$ cat config.mk
export PLATFORM = sky130hd
export DESIGN_NAME = int64_set_membership_table
export DESIGN_NICKNAME = d
export VERILOG_FILES = /design/src/rtl/i64set_pkg.sv /design/src/rtl/i64set_dp.sv /design/src/rtl/i64set_ctrl.sv /design/src/rtl/int64_set_membership_table.sv
export SDC_FILE = /design/constraint.sdc
export NUM_CORES = 2
export LEC_CHECK = 0
export CORE_MARGIN = 5
export CORE_UTILIZATION = 51
export CTS_CLUSTER_DIAMETER = 80
export CTS_CLUSTER_SIZE = 30
export DETAILED_ROUTE_END_ITERATION = 16
export DONT_BUFFER_PORTS = 1
export PLACE_DENSITY = 0.65
export SYNTH_ARGS = -nofsm -noshare
export SYNTH_HDL_FRONTEND = slang
export SYNTH_HIERARCHICAL = 1
export SYNTH_SLANG_ARGS = --single-unit
$ cat constraint.sdc
create_clock -name clock -period 7.25 [get_ports clock]
set_input_delay 0.3625 -clock clock [delete_from_list [all_inputs] [get_ports clock]]
set_output_delay 0.3625 -clock clock [all_outputs]
set_load 0.02 [all_outputs]
$ cat src/rtl/i64set_pkg.sv
package i64set_pkg;

   // Default table depth
   localparam int DEFAULT_CAPACITY = 64;

   // Field widths fixed by the transaction format
   localparam int OP_W    = 2;
   localparam int KEY_W   = 64;
   localparam int COUNT_W = 7;
   localparam int RSP_W   = 16;

   // Operation codes
   localparam logic [OP_W-1:0] OP_QUERY = 2'd0;
   localparam logic [OP_W-1:0] OP_ADD   = 2'd1;
   localparam logic [OP_W-1:0] OP_CLEAR = 2'd2;

   // Status codes
   localparam logic STATUS_OK   = 1'b0;
   localparam logic STATUS_FULL = 1'b1;

   typedef enum logic [2:0] {
      ST_IDLE,
      ST_EXEC,
      ST_SCAN,
      ST_DRAIN,
      ST_FINISH
   } state_type;

   // Controller to datapath commands
   typedef struct packed {
      logic accept;    // latch a new request, clear scan state
      logic scan;      // issue one table read, advance pointer
      logic apply;     // perform add or clear
      logic load_rsp;  // capture the response payload
   } cmd_type;

   // Datapath to controller status
   typedef struct packed {
      logic is_query;
      logic empty;
      logic scan_last;
   } sts_type;

endpackage

$ cat src/rtl/i64set_dp.sv
module i64set_dp import i64set_pkg::*; #(
   parameter int CAPACITY = DEFAULT_CAPACITY
) (
   input  logic               clock,
   input  logic               reset,
   input  cmd_type            cmd,
   output sts_type            sts,
   input  logic [OP_W-1:0]    req_op,
   input  logic [KEY_W-1:0]   req_key,
   output logic [RSP_W-1:0]   rsp_data
);

   localparam int CW = $clog2(CAPACITY + 1);
   localparam int AW = (CAPACITY > 1) ? $clog2(CAPACITY) : 1;
   localparam logic [CW-1:0] CAP_C = CW'(CAPACITY);

   logic [KEY_W-1:0]   mem [CAPACITY];

   logic [OP_W-1:0]    op_ff;
   logic [KEY_W-1:0]   key_ff;
   logic [CW-1:0]      count_ff, count_in;
   logic [CW-1:0]      ptr_ff, ptr_in;
   logic [KEY_W-1:0]   rd_data_ff;
   logic               cmp_valid_ff, cmp_valid_in;
   logic               hit_ff, hit_in;
   logic               rejected_ff, rejected_in;
   logic               found_ff;
   logic               status_ff;
   logic [COUNT_W-1:0] count_out_ff;
   logic               full;
   logic               do_write;

   assign full     = (count_ff == CAP_C);
   assign do_write = cmd.apply && (op_ff == OP_ADD) && !full;

   // Status back to the controller
   assign sts.is_query  = (op_ff == OP_QUERY);
   assign sts.empty     = (count_ff == '0);
   assign sts.scan_last = (CW'(ptr_ff + CW'(1)) == count_ff);

   // Latch the request payload
   always_ff @(posedge clock) begin
      if (cmd.accept) begin
         op_ff  <= req_op;
         key_ff <= req_key;
      end
   end

   // Table memory: one write port, one registered read port
   always_ff @(posedge clock) begin
      if (do_write) begin
         mem[count_ff[AW-1:0]] <= key_ff;
      end
      if (cmd.scan) begin
         rd_data_ff <= mem[ptr_ff[AW-1:0]];
      end
   end

   // Next count, pointer, hit and reject flags
   always_comb begin
      count_in     = count_ff;
      ptr_in       = ptr_ff;
      hit_in       = hit_ff;
      rejected_in  = rejected_ff;
      cmp_valid_in = cmd.scan;
      if (cmd.accept) begin
         ptr_in      = '0;
         hit_in      = 1'b0;
         rejected_in = 1'b0;
      end else begin
         if (cmd.scan) begin
            ptr_in = CW'(ptr_ff + CW'(1));
         end
         if (cmp_valid_ff && (rd_data_ff == key_ff)) begin
            hit_in = 1'b1;
         end
      end
      if (cmd.apply) begin
         case (op_ff)
            OP_ADD: begin
               if (full) begin
                  rejected_in = 1'b1;
               end else begin
                  count_in = CW'(count_ff + CW'(1));
               end
            end
            OP_CLEAR: begin
               count_in = '0;
            end
            default: begin
               count_in = count_ff;
            end
         endcase
      end
   end

   always_ff @(posedge clock) begin
      if (reset) begin
         count_ff     <= '0;
         ptr_ff       <= '0;
         cmp_valid_ff <= 1'b0;
         hit_ff       <= 1'b0;
         rejected_ff  <= 1'b0;
      end else begin
         count_ff     <= count_in;
         ptr_ff       <= ptr_in;
         cmp_valid_ff <= cmp_valid_in;
         hit_ff       <= hit_in;
         rejected_ff  <= rejected_in;
      end
   end

   // Capture the response payload
   always_ff @(posedge clock) begin
      if (cmd.load_rsp) begin
         found_ff     <= hit_ff && (op_ff == OP_QUERY);
         status_ff    <= rejected_ff ? STATUS_FULL : STATUS_OK;
         count_out_ff <= COUNT_W'(count_ff);
      end
   end

   assign rsp_data = {{(RSP_W - COUNT_W - 2){1'b0}}, count_out_ff, status_ff, found_ff};

   // Count never exceeds the table depth
   a_count_bound: assert property (@(posedge clock) disable iff (reset)
      count_ff <= CAP_C)
      else $error("entry count above capacity");

   // Reads stay inside the filled part of the table
   a_scan_in_range: assert property (@(posedge clock) disable iff (reset)
      cmd.scan |-> (ptr_ff < count_ff))
      else $error("scan read beyond fill count");

   // A compare only follows a read
   a_cmp_after_read: assert property (@(posedge clock) disable iff (reset)
      cmp_valid_ff |-> $past(cmd.scan))
      else $error("compare without preceding read");

endmodule

$ cat src/rtl/i64set_ctrl.sv
module i64set_ctrl import i64set_pkg::*; (
   input  logic    clock,
   input  logic    reset,
   input  logic    req_tvalid,
   output logic    req_tready,
   output logic    rsp_tvalid,
   input  logic    rsp_tready,
   output cmd_type cmd,
   input  sts_type sts
);

   state_type state_ff, state_in;
   logic      rsp_valid_ff, rsp_valid_in;

   always_ff @(posedge clock) begin
      if (reset) begin
         state_ff     <= ST_IDLE;
         rsp_valid_ff <= 1'b0;
      end else begin
         state_ff     <= state_in;
         rsp_valid_ff <= rsp_valid_in;
      end
   end

   // Next state and commands
   always_comb begin
      state_in     = state_ff;
      cmd          = '0;
      req_tready   = 1'b0;
      rsp_valid_in = rsp_valid_ff && !rsp_tready;
      case (state_ff)
         ST_IDLE: begin
            req_tready = 1'b1;
            if (req_tvalid) begin
               cmd.accept = 1'b1;
               state_in   = ST_EXEC;
            end
         end
         ST_EXEC: begin
            if (sts.is_query && !sts.empty) begin
               state_in = ST_SCAN;
            end else begin
               cmd.apply = 1'b1;
               state_in  = ST_FINISH;
            end
         end
         ST_SCAN: begin
            cmd.scan = 1'b1;
            if (sts.scan_last) begin
               state_in = ST_DRAIN;
            end
         end
         ST_DRAIN: begin
            // let the last compare land
            state_in = ST_FINISH;
         end
         ST_FINISH: begin
            if (!rsp_valid_ff || rsp_tready) begin
               cmd.load_rsp = 1'b1;
               rsp_valid_in = 1'b1;
               state_in     = ST_IDLE;
            end
         end
         default: begin
            state_in = ST_IDLE;
         end
      endcase
   end

   assign rsp_tvalid = rsp_valid_ff;

   // The last compare is always followed by the response load
   a_drain_to_finish: assert property (@(posedge clock) disable iff (reset)
      (state_ff == ST_DRAIN) |=> (state_ff == ST_FINISH))
      else $error("drain not followed by finish");

   // A new response only comes out of the finish step
   a_rsp_from_finish: assert property (@(posedge clock) disable iff (reset)
      cmd.load_rsp |=> (rsp_tvalid && $past(state_ff == ST_FINISH)))
      else $error("response loaded outside finish");

   // A scan leaves only through the drain step
   a_scan_exit: assert property (@(posedge clock) disable iff (reset)
      (state_ff == ST_SCAN) |=> (state_ff == ST_SCAN || state_ff == ST_DRAIN))
      else $error("scan left without drain");

endmodule

$ cat src/rtl/int64_set_membership_table.sv
// Add, clear and unused codes apply in the execute step and respond from the finish step;
// a nonempty query first scans every stored entry, then drains, then finishes.
// A new request is taken only in idle, after the previous one has finished; the
// scan reads the single table read port once per cycle, one 64-bit compare each.
// A finished response waits in an output register while the next request runs.
// Reset (synchronous, active high) empties the table; entries are not cleared.
module int64_set_membership_table import i64set_pkg::*; #(
   parameter int CAPACITY = DEFAULT_CAPACITY
) (
   input  logic               clock,
   input  logic               reset,
   input  logic               req_tvalid,
   output logic               req_tready,
   input  logic [KEY_W-1:0]   req_tdata,   // [63:0] key_value
   input  logic [OP_W-1:0]    req_tuser,   // [1:0] operation
   output logic               rsp_tvalid,
   input  logic               rsp_tready,
   output logic [RSP_W-1:0]   rsp_tdata    // [0] found, [1] status, [8:2] entry_count
);

   cmd_type cmd;
   sts_type sts;

   i64set_ctrl u_ctrl (
      .clock      (clock),
      .reset      (reset),
      .req_tvalid (req_tvalid),
      .req_tready (req_tready),
      .rsp_tvalid (rsp_tvalid),
      .rsp_tready (rsp_tready),
      .cmd        (cmd),
      .sts        (sts)
   );

   i64set_dp #(
      .CAPACITY (CAPACITY)
   ) u_dp (
      .clock    (clock),
      .reset    (reset),
      .cmd      (cmd),
      .sts      (sts),
      .req_op   (req_tuser),
      .req_key  (req_tdata),
      .rsp_data (rsp_tdata)
   );

endmodule
# == Yosys cells after proc, flatten, opt, wreduce, memory -nomap -nowiden ==
# Memories as Yosys holds them, arrays and structs flattened. A register that Yosys moved wholly into a read port is not among the register bits.
# Cells that the tools add are included.
# word_totals
inputBits,70
register_bits,96
output_inout_bits,18
mem_count,1
wordCells,70
mem_bits_rw,4096
# mem_list
name,depth,word_bits,read_ports,rd_ports_with_merged_regs,write_ports,line,source
u_dp.mem,64,64,1,1,1,i64set_dp.sv:17,logic [KEY_W-1:0] mem [CAPACITY];
# classes
add_sub_neg,2
n_eq_ne,13
n_reduce_logical,18
n_mux,24
# ops
cell,n
== test 64 bit,1
two-way mux 1 bit,17
case mux 3 bit (5 select lines),1
adder 7 x 1 -> 7 bit (second input constant),2
case mux 7 bit (2 select lines),1
two-way mux 3 bit,4
== test 7 bit,1
== test 7 bit (second input constant),1
logical NOT 7 bit,1
two-way mux 7 bit,1
== test 3 x 2 -> 1 bit (second input constant),2
logical AND 1 bit,6
inequality test 2 bit (second input constant),3
AND reduction 3 bit,2
logical NOT 1 bit,4
== test 3 x 1 -> 1 bit (second input constant),1
== test 3 bit (second input constant),1
logical NOT 3 bit,1
== test 2 x 1 -> 1 bit (second input constant),1
== test 2 bit (second input constant),1
logical NOT 2 bit,1
inequality test 2 x 1 -> 1 bit (second input constant),1
nonzero test 2 bit,1
OR reduction 2 bit,1
logical OR 1 bit,1

# == Depth between registers and ports, before layout ==
# logic_depth
word_depth,9
ltp_mapped,12
depth_no_buf,10

# == By module ==
# The synthesis kept the hierarchy.
# by_module_without_submodules
module,instances,cells_per_inst,area_each_um2,seq_area_each_um2
i64set_dp,1,6990,161219.6,127512.3
i64set_ctrl,1,21,216.5,80.1

# == Worst setup path before layout ==
# OpenSTA, ideal clock, no wires.
# synth_timing
path_kind,register to register
from,register u_ctrl.state_ff[1]
to,register u_dp.ptr_ff[5]
stages_incl_launch_ff,6
n_path_buf,1
setup_time_ns,0.070
setup_slack_ns,1.011
period_less_slack_ns,6.239
arrival_ns,6.169
t_required_ns,7.180
path_cell_list,dfxtp_1 nor3b_1 clkbuf_1 nand4_1 or3_1 a21oi_1
# synth_rtl
item,line,source
from (decl),i64set_ctrl.sv:12,"state_type state_ff, state_in;"
from (signal assigned),i64set_ctrl.sv:20,state_ff <= state_in;
to (signal assigned),i64set_dp.sv:106,ptr_ff <= ptr_in;
to (decl),i64set_dp.sv:22,"logic [CW-1:0] ptr_ff, ptr_in;"

==> results.toml <==
[floorplanning]
core_area_sq_um = 315000
die_w_um = 572.6
die_y_um = 572.6
io_pins = 88
die_area_sq_um = 327900
rows = 206
initial_utilization = 0.5125

[placed_design]
gp_congestion = 0.8824
portBuffers = 0
placed_area_sq_um = 168900
dp_hpwl_um = 252800
post-place-ws_ns = 2.039

[clock_network]
cts-root-buf = "clkbuf_16"
clockBufferDepth = 4
holdBufCountCts = 70
post_cts_resized = 0
cts_sinks = 4256
numCtsBuffers = 181
htree_levels = 4
cts_tree = "built"
cts_setup_buffers = 0
clkTransAtPathRegs_ns = 0.11
clock_latency_ns = 0.92

[power_and_ir_drop]
p_per_area_nw_per_um2 = 230.6
total_leakage_power_nw = 50.82
peakVddDrop_mv = 0.2434

[worst_setup_path]
crit_chain = "or3_1, buf_4, nor4b_1, nor2b_1, nor4b_1, and3b_1, o21a_1, and2_1, nand2_1, nor2_4, buf_12"
crit_slowest_cell = "nor2_4"
cpMostUsedCell = "nor4b_1"
endpoint_kind = "flop"
cp_max_fo = 27
crit_path_start_kind = "flop"
critPathArrivalTime_ns = 5.95
max_stage_delay_ns = 0.93
path_class = "reg2reg"
required_ns = 7.85

[timing]
finalCriticalPeriod_ns = 5.355
rsz0062_at_grt = "no"
setup_viol = 0
fmax_mhz = 186.7
finalSetupTns_ns = 0
drv_slew = 0
worst_slack_ns = 1.895
tightest_slew_ns = 1.437
min_period_over_period = 0.7386
hold_viol = 0
fin_worst_skew_ns = 0.05633
relSlewSlack = 0.03395

[grt]
track_usage = 0.2563
overflow = 0
antenna_found_initial = 37
grt_pass1_vias = 74180
grt_pass1_wl_um = 589900
grt_max_degree = 121

[logic_synthesis]
syn_area_sq_um = 161400
synth-edff-count = 4235
avgSynthCellArea_sq_um = 23.03
synthCells = 7011
ys.flop_type = "edfxtp_1"
ys_warn_count = 6
synth.ff_latch_count = 4256
ys_seq_area_frac = 0.7904
async_reset_ff_frac = 0
synth_cell_types = 63

[outcome]
outcome = "finished clean"

[route]
dr.first_iter.drc_count = 12460
antenna_left = 0
vias = 76420
wirelength_um = 421700
wl_per_cell_um = 36.83
drc = 0
vias_per_cell = 6.675
firstDrtPassIters = 6

[finish]
final_area_sq_um = 174900
fill_cells = 22960
layout-drive-gt1-share = 0.2391
syn_to_final_growth_pct = 8.344
finalNetCount = 7272

[min_path]
hold_class = "in2reg"

[flow_run]
drv_cap = 0
[routing by layer]
| layer | vias to the layer above | wire length, um | global-route usage |
|---|---|---|---|
| met5 | - | 28 | 0 |
| met4 | 6 | 11080 | 0.06078 |
| met3 | 445 | 47440 | 0.04853 |
| met2 | 4429 | 196700 | 0.3912 |
| met1 | 41570 | 166400 | 0.3898 |
| li1 | 29970 | - | - |
[kinds of logic (layout without fill, tap and decap cells)]
kind of cell | Yosys count | after routing | synth area share
multiplexers | 1226 | 1226 | 0.1550
AO/OA/AOI/OAI | 475 | 475 | 0.02003
buffers and inverters | 397 | 657 | 0.01289
XOR/XNOR | 74 | 74 | 0.004015
other | 1 | 18 | 0.00002323
AND/OR/NAND/NOR | 579 | 579 | 0.01741
adder cells (fa/ha/maj) | 3 | 3 | 0.0002325
flip-flops | 4256 | 4256 | 0.7904
[placed cells by master, fill, tap and decap left out, drive strengths merged, types with 5 or more instances in the layout]
master | netlist | routed
a2bb2oi | 50 | 50
nand2b | 57 | 57
nand2 | 179 | 179
inv | 12 | 33
mux2 | 46 | 46
diode | 0 | 11
clkinvlp | 0 | 7
mux2i | 165 | 165
o21ai | 45 | 45
o221ai | 13 | 13
clkbuf | 120 | 203
edfxtp | 4235 | 4235
o22ai | 231 | 231
nand4 | 16 | 16
conb | 1 | 7
buf | 265 | 314
xnor2 | 58 | 58
nor4 | 57 | 57
a22oi | 7 | 7
a21oi | 29 | 29
nor2b | 14 | 14
a221oi | 12 | 12
nor2 | 108 | 108
or3b | 5 | 5
clkinv | 0 | 28
and2 | 6 | 6
nand3b | 6 | 6
dlygate4sd3 | 0 | 70
nor3 | 10 | 10
dfxtp | 21 | 21
o211ai | 51 | 51
mux4 | 1015 | 1015
nand3 | 101 | 101
or2 | 5 | 5
xor2 | 16 | 16
[worst paths after layout]
kind	start	endpoint	slack [ns]	cells past startpoint
min	req_tdata[33]	u_dp/key_ff[33]	0.07	1
min reg2reg	u_dp/rejected_ff	u_dp/status_ff	0.47	0
max reg2reg	u_dp/count_ff[3]	u_dp/mem[0][4]	1.90	11
max	u_dp/count_ff[3]	u_dp/mem[0][4]	1.90	11
[Yosys cell counts, drive strengths merged (14+ instances only)]
library cell | count | area share
a21oi | 29 | 0.00090
a2bb2oi | 50 | 0.0027
buf | 265 | 0.0098
clkbuf | 120 | 0.0028
dfxtp | 21 | 0.0026
edfxtp | 4235 | 0.79
mux2 | 46 | 0.0032
mux2i | 165 | 0.010
mux4 | 1015 | 0.14
nand2 | 179 | 0.0042
nand2b | 57 | 0.0022
nand3 | 101 | 0.0031
nand4 | 16 | 0.00062
nor2 | 108 | 0.0025
nor2b | 14 | 0.00054
nor4 | 57 | 0.0022
o211ai | 51 | 0.0024
o21ai | 45 | 0.0014
o22ai | 231 | 0.0090
xnor2 | 58 | 0.0031
xor2 | 16 | 0.00087
[metrics by stage]
stage | cells | util | hold WS, ns | total power [W]
2_1_floorplan | 7017 | - | 0.4005 | 0.02801
4_1_cts | 11440 | 0.5552 | 0.001548 | 0.04051
3_3_place_gp | 11110 | 0.5361 | 0.4409 | 0.02849
3_5_place_dp | 11110 | 0.5361 | 0.4363 | 0.02853
5_1_grt | 11440 | 0.5552 | 0.02646 | 0.04150
6_report | 11450 | 0.5553 | 0.06657 | 0.04034
[worst max-delay path: cells and delay by family (launching register included)]
kind,cells,cell delay [ns]
DFF,1,0.48
buffers and inverters,2,0.56
AOI/OAI and AO/OA,1,0.36
and+or+nand+nor,8,3.59
[layout make-up]
| cell class | instances | area (sq um) | share of cell area |
|---|---|---|---|
| repair buffers | 384 | 4159 | 0.02378 |
| well taps | 4160 | 5205 | 0.02976 |
| flip-flops and latches | 4256 | 127600 | 0.7296 |
| multi-input cells | 2364 | 32540 | 0.1861 |
| clock buffers | 203 | 4697 | 0.02685 |
| clock inverters | 58 | 614.3 | 0.003512 |
| diodes | 11 | 27.53 | 0.0001574 |
| inverters | 12 | 45.04 | 0.0002575 |
[power breakdown]
part / leakage, nW / internal (W) / switching, W
logic: 9.97 / 0.000112 / 0.000718
clock network: 2.58 / 0.00488 / 0.00744
registers: 38.3 / 0.0271 / 0.0000484
total: 50.8 / 0.0321 / 0.00821
[sequential cells by signal, summed over array words and instances (netlist names)]
register	cells
u_dp/ptr_ff	7
u_ctrl/state_ff	3
u_dp/rejected_ff	1
u_dp/hit_ff	1
u_dp/found_ff	1
u_dp/mem	4096
u_dp/count_ff	7
u_dp/status_ff	1
u_dp/key_ff	64
u_dp/rd_data_ff	64
u_dp/cmp_valid_ff	1
u_dp/count_out_ff	7
u_dp/op_ff	2
u_ctrl/rsp_tvalid	1
Power figures use the tool's default switching activity.
